===== config.mk =====
export PLATFORM = sky130hd
export DESIGN_NAME = aarch64_relocation_patcher
export DESIGN_NICKNAME = d
export VERILOG_FILES = /design/src/hdl/arp_pkg.sv /design/src/hdl/aarch64_relocation_patcher.sv /design/src/hdl/arp_decode.sv /design/src/hdl/arp_arith.sv /design/src/hdl/arp_patch.sv
export SDC_FILE = /design/constraint.sdc
export NUM_CORES = 1
export LEC_CHECK = 0
export BUFFER_PORTS_ARGS = -buffer_cell sky130_fd_sc_hd__buf_4
export CORE_UTILIZATION = 52
export CTS_CLUSTER_SIZE = 30
export DETAILED_ROUTE_END_ITERATION = 10
export PLACE_DENSITY = 0.78
export SLEW_MARGIN = 5
export SYNTH_ARGS = -nofsm -noshare
export SYNTH_HDL_FRONTEND = slang
export SYNTH_SLANG_ARGS = --single-unit
export TNS_END_PERCENT = 50

===== constraint.sdc =====
create_clock -name clk -period 11.5 [get_ports clk]
set_input_delay 2.3 -clock clk [delete_from_list [all_inputs] [get_ports clk]]
set_output_delay 2.3 -clock clk [all_outputs]
set_load 0.02 [all_outputs]

===== src/hdl/arp_pkg.sv =====
// Package for the AArch64 relocation patcher: word types, relocation type numbers,
// operation classes, instruction field masks and the field insertion helper.
// Used by every module under hdl/.
package arp_pkg;

  // ELF AArch64 relocation type numbers.
  localparam logic [31:0] RT_NONE         = 32'd0;
  localparam logic [31:0] RT_NONE_OLD     = 32'd256;
  localparam logic [31:0] RT_ABS64        = 32'd257;
  localparam logic [31:0] RT_ABS32        = 32'd258;
  localparam logic [31:0] RT_ABS16        = 32'd259;
  localparam logic [31:0] RT_PREL64       = 32'd260;
  localparam logic [31:0] RT_PREL32       = 32'd261;
  localparam logic [31:0] RT_PREL16       = 32'd262;
  localparam logic [31:0] RT_MOVU_G0      = 32'd263;
  localparam logic [31:0] RT_MOVU_G0NC    = 32'd264;
  localparam logic [31:0] RT_MOVU_G1      = 32'd265;
  localparam logic [31:0] RT_MOVU_G1NC    = 32'd266;
  localparam logic [31:0] RT_MOVU_G2      = 32'd267;
  localparam logic [31:0] RT_MOVU_G2NC    = 32'd268;
  localparam logic [31:0] RT_MOVU_G3      = 32'd269;
  localparam logic [31:0] RT_MOVS_G0      = 32'd270;
  localparam logic [31:0] RT_LD_LO19      = 32'd273;
  localparam logic [31:0] RT_ADR_LO21     = 32'd274;
  localparam logic [31:0] RT_ADRP_HI21    = 32'd275;
  localparam logic [31:0] RT_ADD_LO12     = 32'd277;
  localparam logic [31:0] RT_LDST8_LO12   = 32'd278;
  localparam logic [31:0] RT_TBZ14        = 32'd279;
  localparam logic [31:0] RT_BCOND19      = 32'd280;
  localparam logic [31:0] RT_JUMP26       = 32'd282;
  localparam logic [31:0] RT_CALL26       = 32'd283;
  localparam logic [31:0] RT_LDST16_LO12  = 32'd284;
  localparam logic [31:0] RT_LDST32_LO12  = 32'd285;
  localparam logic [31:0] RT_LDST64_LO12  = 32'd286;
  localparam logic [31:0] RT_LDST128_LO12 = 32'd299;

  // Write size codes.
  localparam logic [1:0] WS_NONE = 2'd0;
  localparam logic [1:0] WS_16   = 2'd1;
  localparam logic [1:0] WS_32   = 2'd2;
  localparam logic [1:0] WS_64   = 2'd3;

  // Status codes.
  localparam logic ST_OK          = 1'b0;
  localparam logic ST_UNSUPPORTED = 1'b1;

  // Instruction immediate masks.
  localparam logic [31:0] MASK_MOVW  = 32'h001f_ffe0;
  localparam logic [31:0] MASK_LO19  = 32'h00ff_ffe0;
  localparam logic [31:0] MASK_ADR   = 32'h60ff_ffe0;
  localparam logic [31:0] MASK_LO12  = 32'h003f_fc00;
  localparam logic [31:0] MASK_TBZ   = 32'h0007_ffe0;
  localparam logic [31:0] MASK_B26   = 32'h03ff_ffff;

  // Operation classes after decode.
  typedef enum logic [3:0] {
    OP_NONE,
    OP_DATA_SA,
    OP_DATA_REL,
    OP_MOVW,
    OP_LO19,
    OP_ADR,
    OP_ADRP,
    OP_LO12,
    OP_TBZ,
    OP_B26,
    OP_BAD
  } op_t;

  typedef struct packed {
    logic [31:0]        reloc_type;
    logic [63:0]        place_addr;
    logic [63:0]        symbol_value;
    logic signed [63:0] addend;
    logic [63:0]        old_word;
  } in_word_t;

  typedef struct packed {
    logic [63:0] new_word;
    logic [1:0]  write_size;
    logic        status;
  } out_word_t;

  // Control that travels with an item down the pipeline.
  typedef struct packed {
    op_t        op;
    logic [2:0] sh;   // movw group or lo12 access-size scale
    logic [1:0] ws;
    logic       st;
  } ctl_t;

  // After decode: S+A is formed, P and the instruction ride along.
  typedef struct packed {
    ctl_t        ctl;
    logic [63:0] sa;
    logic [63:0] p;
    logic [31:0] insn;
  } s1_t;

  // After address arithmetic: one operand value chosen for the patch stage.
  typedef struct packed {
    ctl_t        ctl;
    logic [63:0] val;
    logic [31:0] insn;
  } s2_t;

  function automatic logic [31:0] put_field(logic [31:0] insn, logic [31:0] clear,
                                            logic [31:0] bits);
    return (insn & ~clear) | (bits & clear);
  endfunction

endpackage


===== src/hdl/aarch64_relocation_patcher.sv =====
// Top level of the AArch64 RELA relocation patcher: three pipeline stages.
// Depends on arp_pkg, arp_decode, arp_arith and arp_patch.
//
//   Channel | Ports                          | Word
//   --------+--------------------------------+---------------------------------
//   input   | in_valid, in_ready, in_word    | type, P, S, A, old contents
//   result  | out_valid, out_ready, out_word | new contents, write size, status
//
// A relocation word passes through three register stages: decode with the S+A adder,
// the S+A-P and page subtractors, and the field insertion whose register is the output
// register. One word may enter in every cycle while nothing stalls.
// Reset (rst_n low at a rising edge) empties all stages; data registers are not reset.
// Each stage stays ready while it is empty or the stage after it can move, so a stall
// on out_ready fills the pipeline bubble by bubble and then holds in_ready low; no
// word is dropped or repeated.
module aarch64_relocation_patcher
  import arp_pkg::*;
(
  input  logic      clk,
  input  logic      rst_n,
  input  logic      in_valid,
  output logic      in_ready,
  input  in_word_t  in_word,
  output logic      out_valid,
  input  logic      out_ready,
  output out_word_t out_word
);

  // Stage links between decode and arithmetic, and arithmetic and patch.
  logic s1_valid;
  logic s1_ready;
  s1_t  s1_data;
  logic s2_valid;
  logic s2_ready;
  s2_t  s2_data;

  // Stage one classifies the type number and adds the symbol value and addend.
  arp_decode u_decode (
    .clk      (clk),
    .rst_n    (rst_n),
    .up_valid (in_valid),
    .up_ready (in_ready),
    .up_word  (in_word),
    .dn_valid (s1_valid),
    .dn_ready (s1_ready),
    .dn_data  (s1_data)
  );

  // Stage two subtracts the place address, both whole and page-aligned.
  arp_arith u_arith (
    .clk      (clk),
    .rst_n    (rst_n),
    .up_valid (s1_valid),
    .up_ready (s1_ready),
    .up_data  (s1_data),
    .dn_valid (s2_valid),
    .dn_ready (s2_ready),
    .dn_data  (s2_data)
  );

  // Stage three builds the result word and holds it until it is taken.
  arp_patch u_patch (
    .clk      (clk),
    .rst_n    (rst_n),
    .up_valid (s2_valid),
    .up_ready (s2_ready),
    .up_data  (s2_data),
    .dn_valid (out_valid),
    .dn_ready (out_ready),
    .dn_word  (out_word)
  );

endmodule


===== src/hdl/arp_decode.sv =====
// First pipeline stage: classifies the relocation type and forms S+A.
// Depends on arp_pkg.
module arp_decode
  import arp_pkg::*;
(
  input  logic     clk,
  input  logic     rst_n,
  input  logic     up_valid,
  output logic     up_ready,
  input  in_word_t up_word,
  output logic     dn_valid,
  input  logic     dn_ready,
  output s1_t      dn_data
);

  logic valid_r;
  s1_t  data_r;
  s1_t  data_nxt;
  ctl_t ctl;

  assign up_ready = !valid_r || dn_ready;
  assign dn_valid = valid_r;
  assign dn_data  = data_r;

  always_comb begin
    ctl.op = OP_NONE;
    ctl.sh = 3'd0;
    ctl.ws = WS_32;
    ctl.st = ST_OK;
    unique case (up_word.reloc_type)
      RT_NONE, RT_NONE_OLD: begin
        ctl.ws = WS_NONE;
      end
      RT_ABS64: begin
        ctl.op = OP_DATA_SA;
        ctl.ws = WS_64;
      end
      RT_ABS32: ctl.op = OP_DATA_SA;
      RT_ABS16: begin
        ctl.op = OP_DATA_SA;
        ctl.ws = WS_16;
      end
      RT_PREL64: begin
        ctl.op = OP_DATA_REL;
        ctl.ws = WS_64;
      end
      RT_PREL32: ctl.op = OP_DATA_REL;
      RT_PREL16: begin
        ctl.op = OP_DATA_REL;
        ctl.ws = WS_16;
      end
      RT_MOVU_G0, RT_MOVU_G0NC, RT_MOVS_G0: ctl.op = OP_MOVW;
      RT_MOVU_G1, RT_MOVU_G1NC: begin
        ctl.op = OP_MOVW;
        ctl.sh = 3'd1;
      end
      RT_MOVU_G2, RT_MOVU_G2NC: begin
        ctl.op = OP_MOVW;
        ctl.sh = 3'd2;
      end
      RT_MOVU_G3: begin
        ctl.op = OP_MOVW;
        ctl.sh = 3'd3;
      end
      RT_LD_LO19, RT_BCOND19: ctl.op = OP_LO19;
      RT_ADR_LO21:  ctl.op = OP_ADR;
      RT_ADRP_HI21: ctl.op = OP_ADRP;
      RT_ADD_LO12, RT_LDST8_LO12: ctl.op = OP_LO12;
      RT_LDST16_LO12: begin
        ctl.op = OP_LO12;
        ctl.sh = 3'd1;
      end
      RT_LDST32_LO12: begin
        ctl.op = OP_LO12;
        ctl.sh = 3'd2;
      end
      RT_LDST64_LO12: begin
        ctl.op = OP_LO12;
        ctl.sh = 3'd3;
      end
      RT_LDST128_LO12: begin
        ctl.op = OP_LO12;
        ctl.sh = 3'd4;
      end
      RT_TBZ14: ctl.op = OP_TBZ;
      RT_JUMP26, RT_CALL26: ctl.op = OP_B26;
      default: begin
        ctl.op = OP_BAD;
        ctl.ws = WS_NONE;
        ctl.st = ST_UNSUPPORTED;
      end
    endcase
  end

  always_comb begin
    data_nxt.ctl  = ctl;
    data_nxt.sa   = up_word.symbol_value + $unsigned(up_word.addend);
    data_nxt.p    = up_word.place_addr;
    data_nxt.insn = up_word.old_word[31:0];
  end

  always_ff @(posedge clk) begin
    if (!rst_n) begin
      valid_r <= 1'b0;
    end else if (up_ready) begin
      valid_r <= up_valid;
    end
  end

  always_ff @(posedge clk) begin
    if (up_valid && up_ready) begin
      data_r <= data_nxt;
    end
  end

endmodule


===== src/hdl/arp_arith.sv =====
// Second pipeline stage: forms S+A-P and the page difference, and picks the
// operand that the patch stage needs. Depends on arp_pkg.
module arp_arith
  import arp_pkg::*;
(
  input  logic clk,
  input  logic rst_n,
  input  logic up_valid,
  output logic up_ready,
  input  s1_t  up_data,
  output logic dn_valid,
  input  logic dn_ready,
  output s2_t  dn_data
);

  logic        valid_r;
  s2_t         data_r;
  s2_t         data_nxt;
  logic [63:0] rel;
  logic [20:0] page21;

  assign up_ready = !valid_r || dn_ready;
  assign dn_valid = valid_r;
  assign dn_data  = data_r;

  // Only bits 32:12 of the page difference are ever inserted.
  assign rel    = up_data.sa - up_data.p;
  assign page21 = up_data.sa[32:12] - up_data.p[32:12];

  always_comb begin
    data_nxt.ctl  = up_data.ctl;
    data_nxt.insn = up_data.insn;
    unique case (up_data.ctl.op)
      OP_DATA_REL, OP_LO19, OP_ADR, OP_TBZ, OP_B26: data_nxt.val = rel;
      OP_ADRP: data_nxt.val = {43'd0, page21};
      default: data_nxt.val = up_data.sa;
    endcase
  end

  always_ff @(posedge clk) begin
    if (!rst_n) begin
      valid_r <= 1'b0;
    end else if (up_ready) begin
      valid_r <= up_valid;
    end
  end

  always_ff @(posedge clk) begin
    if (up_valid && up_ready) begin
      data_r <= data_nxt;
    end
  end

endmodule


===== src/hdl/arp_patch.sv =====
// Third pipeline stage: inserts the immediate into the instruction or sizes
// the data value, and holds the result word. Depends on arp_pkg.
module arp_patch
  import arp_pkg::*;
(
  input  logic      clk,
  input  logic      rst_n,
  input  logic      up_valid,
  output logic      up_ready,
  input  s2_t       up_data,
  output logic      dn_valid,
  input  logic      dn_ready,
  output out_word_t dn_word
);

  logic        valid_r;
  out_word_t   word_r;
  out_word_t   word_nxt;
  logic [63:0] v;
  logic [31:0] insn;
  logic [15:0] mov16;
  logic [11:0] lo12;
  logic [31:0] patched;

  assign up_ready = !valid_r || dn_ready;
  assign dn_valid = valid_r;
  assign dn_word  = word_r;

  assign v    = up_data.val;
  assign insn = up_data.insn;
  assign lo12 = v[11:0] >> up_data.ctl.sh;

  always_comb begin
    unique case (up_data.ctl.sh[1:0])
      2'd0: mov16 = v[15:0];
      2'd1: mov16 = v[31:16];
      2'd2: mov16 = v[47:32];
      2'd3: mov16 = v[63:48];
    endcase
  end

  always_comb begin
    patched = 32'd0;
    unique case (up_data.ctl.op)
      OP_MOVW: patched = put_field(insn, MASK_MOVW, {11'd0, mov16, 5'd0});
      OP_LO19: patched = put_field(insn, MASK_LO19, {8'd0, v[20:2], 5'd0});
      OP_ADR, OP_ADRP:
        patched = put_field(insn, MASK_ADR, {1'b0, v[1:0], 5'd0, v[20:2], 5'd0});
      OP_LO12: patched = put_field(insn, MASK_LO12, {10'd0, lo12, 10'd0});
      OP_TBZ:  patched = put_field(insn, MASK_TBZ, {13'd0, v[15:2], 5'd0});
      OP_B26:  patched = put_field(insn, MASK_B26, {6'd0, v[27:2]});
      default: patched = 32'd0;
    endcase
  end

  always_comb begin
    word_nxt.write_size = up_data.ctl.ws;
    word_nxt.status     = up_data.ctl.st;
    unique case (up_data.ctl.op)
      OP_DATA_SA, OP_DATA_REL: begin
        unique case (up_data.ctl.ws)
          WS_16:   word_nxt.new_word = {48'd0, v[15:0]};
          WS_32:   word_nxt.new_word = {32'd0, v[31:0]};
          WS_64:   word_nxt.new_word = v;
          default: word_nxt.new_word = 64'd0;
        endcase
      end
      OP_NONE, OP_BAD: word_nxt.new_word = 64'd0;
      default: word_nxt.new_word = {32'd0, patched};
    endcase
  end

  always_ff @(posedge clk) begin
    if (!rst_n) begin
      valid_r <= 1'b0;
    end else if (up_ready) begin
      valid_r <= up_valid;
    end
  end

  always_ff @(posedge clk) begin
    if (up_valid && up_ready) begin
      word_r <= word_nxt;
    end
  end

endmodule

==> flow_metrics.tcl <==
set metrics [dict create \
    status "complete, no violations" \
    synth_async_sr_flop_share 0 \
    die_area_um2 41800 \
    core_area_um2 40100 \
    syn_nets 2507 \
    synth_area_um2 21300 \
    postCtsSetupRepairBufs 0 \
    tightest_slew_ps 1180 \
    clk_path_buf_depth 3 \
    drive_above_1_share 0.185 \
    gr-total-overflow 0 \
    cts_resized 0 \
    nets 2761 \
    clkLatencyLatePin_ps 530 \
    synth_area_leaders "edfxtp_1 46%, ha_1 7.5%, a21oi_1 4.3%" \
    top_level_ports 361 \
    seq_area_frac_synth 0.461 \
    powerDensity_nw_per_um2 150 \
    first_iter_violations 1610 \
    rsz0062_at_grt "no" \
    die_width_um 204 \
    critPathKind "in2out" \
    dpl-instance-area_um2 24000 \
    ctsHoldBuffers 0 \
    grt_pass1_vias 16600 \
    r2r_cells 11 \
    cellLeakagePower_nw 10.2 \
    cts_max_level 2 \
    wirelength_um 61000 \
    setup.worst_path.start_class "input port" \
    yosysTopAreaCell "edfxtp_1" \
    synthMuxAreaShare 0.0283 \
    path_max_fanout 6 \
    synth_xor_area_frac 0.0568 \
    grt_pass1_wl_um 92500 \
    timing.fmax_mhz 177 \
    arrival_ps 3360 \
    ys_ff_latch 328 \
    grt_max_degree 96 \
    synth_cells 2084 \
    ys_types 82 \
    final_antenna_net_count 0 \
    min_path_cells 0 \
    synth_flop_cell "edfxtp_1" \
    critical_path_required_ps 9200 \
    cts_tree "done" \
    setup_tns_ps 0 \
    finClkSkew_ps 9.21 \
    die_y_um 204 \
    cap_violations 0 \
    synth_top_family_by_area "compound AO/OA/AOI/OAI gates" \
    hold_path.class "reg2reg" \
    gp_congestion 0.972 \
    finalCriticalPeriod_ps 5660 \
    vias 17700 \
    drv_slew 0 \
    viasPerCell 6.13 \
    peakVddDrop_v 0.000109 \
    setup_viol 0 \
    clock_sinks 328 \
    finalCritPeriodShare 0.493 \
    clkTransAtPathRegs_ps 60 \
    remaining_drc_errors 0 \
    synth_top_area_share 0.458 \
    fin_area_um2 25100 \
    slew_headroom 0.214 \
    syn_avg_cell_area_um2 10.2 \
    synth-compound-area-share 0.202 \
    cp-end-kind "output pin" \
    dp_hpwl_um 47100 \
    cts-root-buf "clkbuf_16" \
    synth_adder_area_share 0.0780 \
    routedWlPerCell_um 21.1 \
    drt-pass1-iter-count 6 \
    portBuffers 319 \
    start_util 0.531 \
    antenna_cells 0 \
    gr-usage-all-layers 0.287 \
    final_util 0.626 \
    antenna_found_initial 0 \
    area_delta_synth_final_pct 17.9 \
    ys_warn_count 0 \
    synth-simple-area-share 0.131 \
    synth_edf_count 325 \
    final_common_cell "buf_4" \
    finalHoldViolations 0 \
    rows 73 \
    cts_inserted_buffers 35 \
    final_cell_mix "331 x buf_4, 325 x edfxtp_1, 185 x a21oi_1, 159 x o21ai_0, 147 x nand2_1" \
]
[cells by family (layout without fill, tap and decap cells)]
kind of cell    Yosys count  count (layout)
compound gates          663             663
simple gates            558             558
flops                   328             328
buf+inv                 230             511
xor+xnor                138             138
fa+ha+maj               131             131
mux                      36              36
[final timing paths]
| path | start | endpoint | slack [ps] |
|---|---|---|---|
| worst max register to register | u_decode.dn_data[116]$_DFFE_PP_ | u_arith.dn_data[89]$_DFFE_PP_ | 7310 |
| worst min register to register | u_decode.dn_data[163]$_DFFE_PP_ | u_arith.dn_data[99]$_DFFE_PP_ | 420 |
| worst min-delay path | u_decode.dn_data[163]$_DFFE_PP_ | u_arith.dn_data[99]$_DFFE_PP_ | 420 |
| worst max-delay path | out_ready | in_ready | 5840 |
[stage by stage]
stage	cells	hold WS [ps]	power, W	worst slack, ps
2_1_floorplan	2084	400	0.00233	313
3_3_place_gp	2826	403	0.00267	5540
3_5_place_dp	2826	405	0.00268	5510
4_1_cts	2890	419	0.00377	5810
5_1_grt	2890	434	0.00394	5720
6_report	2890	417	0.00377	5840
[cell usage after synthesis, types with 14 or more instances]
master      n
o21bai_1   35
o31ai_1    15
nor4_1     17
xor2_1     60
a31oi_1    14
a22oi_1    18
ha_1      128
nor2_1    106
xnor2_1    78
a221oi_1   15
a222oi_1   15
a21o_1     68
mux4_2     19
nand2b_1   27
inv_1     116
nand2_1   147
a21oi_1   185
edfxtp_1  325
nor3_1     34
o21ai_0   159
and3_1     41
a211oi_1   14
nand4_1    49
nand3_1    68
clkbuf_1   89
nor2b_1    14
[worst max-delay path: stages]
cell and delay (ps):
buf_4 110, nor2b_1 580, nand3_1 180, buf_4 200
[per-layer routing]
layer,vias to the layer above,routed length [µm],global-route usage
met3,117,4720,0.0367
met1,8362,27800,0.424
li1,8414,-,-
met5,-,0,0
met2,818,26800,0.439
met4,0,1730,0.0853
[state kept, by name (all words and copies together), names as in the netlist]
register	cells
u_patch.dn_word	67
u_patch.dn_valid	1
u_arith.dn_valid	1
u_decode.dn_data	161
u_decode.dn_valid	1
u_arith.dn_data	97
[power by group]
| part | switching (W) | leakage [nW] | internal [W] |
|---|---|---|---|
| registers | 0.0000961 | 3.09 | 0.00146 |
| clock network | 0.000463 | 0.544 | 0.000623 |
| logic | 0.000673 | 6.61 | 0.000455 |
[final cells by class]
| cell class | count | area, µm² |
|---|---|---|
| Clock inverter | 25 | 201 |
| Inverter | 116 | 435 |
| Clock buffer | 39 | 912 |
| Sequential cell | 328 | 9820 |
| Fill cell | 3279 | 15000 |
| Tap cell | 525 | 657 |
| Multi-Input combinational cell | 1526 | 10600 |
| Timing Repair Buffer | 331 | 2480 |
No activity file was read; power rests on OpenSTA's default activity.
